**config.mk**
```make
export PLATFORM = sky130hd
export DESIGN_NAME = tga_div
export DESIGN_NICKNAME = d
export VERILOG_FILES = /design/src/rtl/tga_pkg.sv /design/src/rtl/tga_div.sv
export SDC_FILE = /design/constraint.sdc
export NUM_CORES = 1
export LEC_CHECK = 0
export CORE_MARGIN = 2
export CORE_UTILIZATION = 30
export CTS_CLUSTER_SIZE = 14
export DETAILED_ROUTE_END_ITERATION = 16
export DONT_BUFFER_PORTS = 1
export GPL_TIMING_DRIVEN = 0
export HOLD_SLACK_MARGIN = 0.02
export SYNTH_ARGS = -nofsm -noshare
export SYNTH_HDL_FRONTEND = slang
export SYNTH_SLANG_ARGS = --single-unit
```
**constraint.sdc**
```tcl
create_clock -name i_clk -period 4.76 [get_ports i_clk]
set_input_delay 0.476 -clock i_clk [delete_from_list [all_inputs] [get_ports i_clk]]
set_output_delay 0.476 -clock i_clk [all_outputs]
set_load 0.01 [all_outputs]
```
**src/rtl/tga_pkg.sv**
```systemverilog
`timescale 1ns / 1ps
package tga_pkg;

    typedef enum logic [2:0] {
        PH_HEADER,
        PH_ID,
        PH_PALETTE,
        PH_PACKET,
        PH_PIXEL,
        PH_STOP
    } t_phase;

    localparam logic [2:0] ST_OK        = 3'd0;
    localparam logic [2:0] ST_BAD_TYPE  = 3'd1;
    localparam logic [2:0] ST_BAD_DEPTH = 3'd2;
    localparam logic [2:0] ST_BAD_SIZE  = 3'd3;
    localparam logic [2:0] ST_TRUNC     = 3'd4;

    localparam logic [4:0] HDR_LAST = 5'd17;

    typedef struct packed {
        logic [7:0]  red;
        logic [7:0]  green;
        logic [7:0]  blue;
        logic [7:0]  alpha;
        logic [14:0] column;
        logic [14:0] dest_row;
        logic [7:0]  run_count;
        logic        top_first;
        logic        image_done;
        logic [2:0]  status;
    } t_res;

    typedef struct packed {
        logic        busy;
        logic        done;
        logic [7:0]  quo;
        logic [15:0] rem;
    } t_div_res;

    // color word is {a, b, g, r}
    function automatic logic [31:0] pack_rgba(logic [7:0] r, logic [7:0] g,
                                              logic [7:0] b, logic [7:0] a);
        return {a, b, g, r};
    endfunction

    function automatic logic [7:0] expand5(logic [4:0] v);
        return {v, v[4:2]};
    endfunction

    function automatic logic [31:0] from555(logic [7:0] lo, logic [7:0] hi);
        return pack_rgba(expand5(hi[6:2]), expand5({hi[1:0], lo[7:5]}),
                         expand5(lo[4:0]), 8'hFF);
    endfunction

    // bytes per entry for 15/16/24/32 bit, else zero
    function automatic logic [2:0] pal_nbytes(logic [5:0] bits);
        case (bits)
            6'd15, 6'd16: return 3'd2;
            6'd24:        return 3'd3;
            6'd32:        return 3'd4;
            default:      return 3'd0;
        endcase
    endfunction

    function automatic logic [2:0] pix_nbytes(logic [5:0] bits);
        case (bits)
            6'd8:         return 3'd1;
            6'd15, 6'd16: return 3'd2;
            6'd24:        return 3'd3;
            default:      return 3'd4;
        endcase
    endfunction

    // multi-byte color from assembled bytes and the final byte
    function automatic logic [31:0] assemble(logic [2:0] n, logic [23:0] asm_b,
                                             logic [7:0] b);
        case (n)
            3'd2:    return from555(asm_b[7:0], b);
            3'd3:    return pack_rgba(b, asm_b[15:8], asm_b[7:0], 8'hFF);
            default: return pack_rgba(asm_b[23:16], asm_b[15:8], asm_b[7:0], b);
        endcase
    endfunction

endpackage

```
**src/rtl/tga_div.sv**
```systemverilog
`timescale 1ns / 1ps
module tga_div
    import tga_pkg::*;
(
    input  logic        i_clk,
    input  logic        i_rst_n,
    input  logic        i_start,
    input  logic [16:0] i_dividend,
    input  logic [15:0] i_divisor,
    output t_div_res    o_res
);

    logic        r_busy;
    logic        r_done;
    logic [2:0]  r_k;
    logic [16:0] r_rem;
    logic [7:0]  r_quo;
    logic [15:0] r_dvs;
    logic [23:0] shifted;
    logic        fits;

    assign shifted = {8'd0, r_dvs} << r_k;
    assign fits    = {7'd0, r_rem} >= shifted;

    always_ff @(posedge i_clk) begin
        if (!i_rst_n) begin
            r_busy <= 1'b0;
            r_done <= 1'b0;
        end else begin
            r_done <= 1'b0;
            if (i_start) begin
                r_busy <= 1'b1;
                r_k    <= 3'd7;
                r_rem  <= i_dividend;
                r_quo  <= '0;
                r_dvs  <= i_divisor;
            end else if (r_busy) begin
                if (fits) begin
                    r_rem        <= r_rem - shifted[16:0];
                    r_quo[r_k]   <= 1'b1;
                end
                r_k <= r_k - 3'd1;
                if (r_k == 3'd0) begin
                    r_busy <= 1'b0;
                    r_done <= 1'b1;
                end
            end
        end
    end

    assign o_res.busy = r_busy | r_done;
    assign o_res.done = r_done;
    assign o_res.quo  = r_quo;
    assign o_res.rem  = r_rem[15:0];

endmodule

```
==> summary.md <==
| Metric | Value |
|---|---|
| Run status | `completed` |
| TritonCTS clock tree | `built` |
| Sequential share of power | `0.444` |
| Sw Pwr | `approximately 360 uW` |
| Routed WL | `7805 um` |
| Rel. slew slack | `0.3755` |
| Final ANT Viol Nets | `0` |
| Reg2Reg Depth | `12` |
| Diode count | `0` |
| Die Ht | `between 100 and 150 um` |
| Nets@finish | `between 300 and 400` |
| Largest net degree at the start of global routing | `26` |
| Die extent in x | `108.8 um` |
| Int Pwr | `between 700 and 800 uW` |
| Comb pwr share | `0.299` |
| Crit end category | `register` |
| # DRC | `0` |
| Initial Util | `0.3052` |
| Critical Path Fanout Max | `25` |
| Clk sinks | `between 40 and 50` |
| Max IR drop VDD | `~150 uV` |
| Final setup vio count | `0` |
| Clock share of power | `0.257` |
| Worst slack, placed | `a little over 0.5 ns` |
| Fillers | `1094` |
| Gpl congestion | `between 0.9 and 1` |
| Req. time, crit path | `between 4 and 5 ns` |
| Critical path class | `reg2reg` |
| 1st-iter DRT viols | `86` |
| DR pass1 iterations | `4` |
| Startpoint type of the worst setup path | `register` |
| Fmax | `roughly 230 MHz` |
| Post-place instance area | `around 0.0035 mm^2` |
| Final Skew | `about 0.009 ns` |
| Die area | `around 0.012 mm^2` |
| Post-Syn Instances | `around 320` |
| Clk pin slew, worst setup/hold paths | `approximately 0.080 ns` |
| Initial antenna violation count | `0` |
| Setup crit end | `r_quo[4]` |
| Core area | `0.01079 mm^2` |
| Syn-to-layout area delta | `9.115%` |
| Design Power | `1148 uW` |
| Critical Path AT | `around 4.2 ns` |
| PostCTS Resize Cnt | `0` |
| RSZ-0062 raised after global routing | `no` |
| Post-synthesis sequential area ratio | `0.4132` |
| Ys async rst share | `0` |
| Top cells by area, synth | `edfxtp_1 (40%), ha_1 (7.2%), mux4_2 (6.8%)` |
| Largest area contributor in the netlist | `edfxtp_1` |
| CTS Buffer Depth | `2` |
| EDFF count, synth | `between 40 and 50` |
| Actual slew at the worst max-slew pin | `approximately 0.94 ns` |
| Cts bufs inserted | `5` |
| Commonest non-fill, non-tap cell in the layout | `edfxtp_1` |
| Wire per inst | `about 17 um` |
| Ys flop type | `edfxtp_1` |
| H-tree depth | `2` |
| Total of max-cap violations | `0` |
| FF-to-FF End | `r_quo[4]` |
| Hold violation count in the final report | `0` |
| Fin area | `between 0.003 and 0.004 mm^2` |
| Clock latency on the worst-skew pair | `0.30 ns` |
| GR Overflow Total | `0` |
| Post-Syn Area | `around 0.0033 mm^2` |
| Most frequent cells in the layout | `edfxtp_1 (44), nand2_1 (30), a21oi_1 (22), nor2_1 (22), ha_1 (19)` |
| Min-Delay Path Class | `in2reg` |
| Hold_buf cts | `0` |
| #FFs+latches synth | `46` |
| Syn nets | `roughly 370` |
| Detail Placement HPWL | `6250 um` |
| Boundary pin count | `62` |
| Count of pins over their slew limit | `0` |
| First-pass GRT wire length | `approximately 12000 um` |
| Via count | `around 2400` |
| Share of layout cells above drive strength 1 | `0.1610` |
| Rows | `38` |
| R2r setup slk | `about 0.45 ns` |
| Net Sw Frac | `0.3130` |
| R2r startpoint | `r_k[1]` |
| Count of cell types in the netlist | `51` |
| Vias in the first global route | `2324` |
| Port bufs | `0` |
| Tot GR Track Use | `0.1363` |
| Yosys warns | `0` |
| Root Buffer Master | `clkbuf_8` |
| Post-CTS Setup Bufs | `0` |
| Yosys top cell area share | `0.4011` |
| Min Clock Period, post-route | `4.313 ns` |
| Syn Area/Cell | `between 10 and 15 um^2` |
| CP startpoint | `r_k[1]` |
| PD cells | `between 300 and 400 mW/mm^2` |
| Drt via density | `slightly above 5` |
| Leakage | `between 0.001 and 0.0015 uW` |
| Final Worst Setup Slack | `about 0.45 ns` |
| Fin crit share | `0.9061` |
## critical path, stage by stage (launching register included)
cell and delay, ns:
edfxtp_1 0.46, buf_1 0.42, clkbuf_1 0.41, a211oi_1 0.08, a21oi_1 0.22, mux2i_1 0.14
ha_1 0.42, nand4_1 0.23, nor3_2 0.30, o31ai_4 0.12, a21boi_1 0.20, o21ai_1 0.14
a31oi_4 0.80
## Yosys cell counts (all sizes together) (9+ instances only)
| library cell | count |
|---|---|
| edfxtp | 44 |
| nand2 | 30 |
| a21oi | 24 |
| buf | 24 |
| nor2 | 22 |
| ha | 19 |
| o21ai | 18 |
| inv | 15 |
| mux2i | 14 |
| mux4 | 10 |
| clkbuf | 9 |
## power by group through the flow
| stage | clock [uW] | sequential, uW | combinational [uW] |
|---|---|---|---|
| 5_1_grt | 320 | 513 | 384 |
| 3_3_place_gp | 0 | 519 | 331 |
| 4_1_cts | 305 | 510 | 342 |
| 2_1_floorplan | 0 | 509 | 276 |
| 3_5_place_dp | 0 | 520 | 341 |
| 6_report | 295 | 509 | 344 |
## sequential cells by signal, indices dropped and copies added (netlist names)
signal and cells:
r_dvs 16, r_rem 17, r_k 3, r_busy 1, r_quo 8, r_done 1
## metal layers
metal | GRT usage | vias to the layer above | wire length, um
li1 | - | 1169 | -
met1 | 0.1857 | 1133 | 3651
met2 | 0.2281 | 75 | 3672
met3 | 0.02510 | 8 | 425
met4 | 0.02564 | 0 | 56
met5 | 0 | - | 0
## cells by family after synthesis
group | after synthesis | share of synthesized area
fa+ha+maj | 20 | 0.07824
flops | 46 | 0.4132
buf+inv | 48 | 0.07596
simple gates | 82 | 0.1174
compound gates | 88 | 0.1857
xor+xnor | 7 | 0.01861
mux | 24 | 0.1109
## final cells by class
type | instances | area (um^2) | share of cell area
Multi-Input combinational cell | 221 | 1698 | 0.4723
Sequential cell | 46 | 1361 | 0.3787
Buffer | 33 | 193.9 | 0.05395
Tap cell | 140 | 175.2 | 0.04873
Clock buffer | 6 | 72.57 | 0.02019
Inverter | 15 | 56.30 | 0.01566
Clock inverter | 2 | 37.54 | 0.01044
## through the flow
step                      cells  setup TNS (ns)    util  hold WS [ns]
after global placement      455          -18.09  0.3215        0.4963
after floorplan             315               0       -        0.4626
after global routing        463               0  0.3331        0.2424
final                       463               0  0.3331        0.2655
after CTS                   463               0  0.3331        0.2588
after detailed placement    455               0  0.3229        0.5004
## worst min path at each step
stage	from	end	slack, ns	depth (start not counted)
global placement	r_busy	r_done	0.50	2
global route	i_divisor[8]	r_dvs[8]	0.24	0
floorplan	r_busy	r_done	0.46	2
CTS	i_divisor[2]	r_dvs[2]	0.26	0
finish	i_divisor[7]	r_dvs[7]	0.27	0
detailed placement	r_busy	r_done	0.50	2
(Power assumes the default switching activity.)
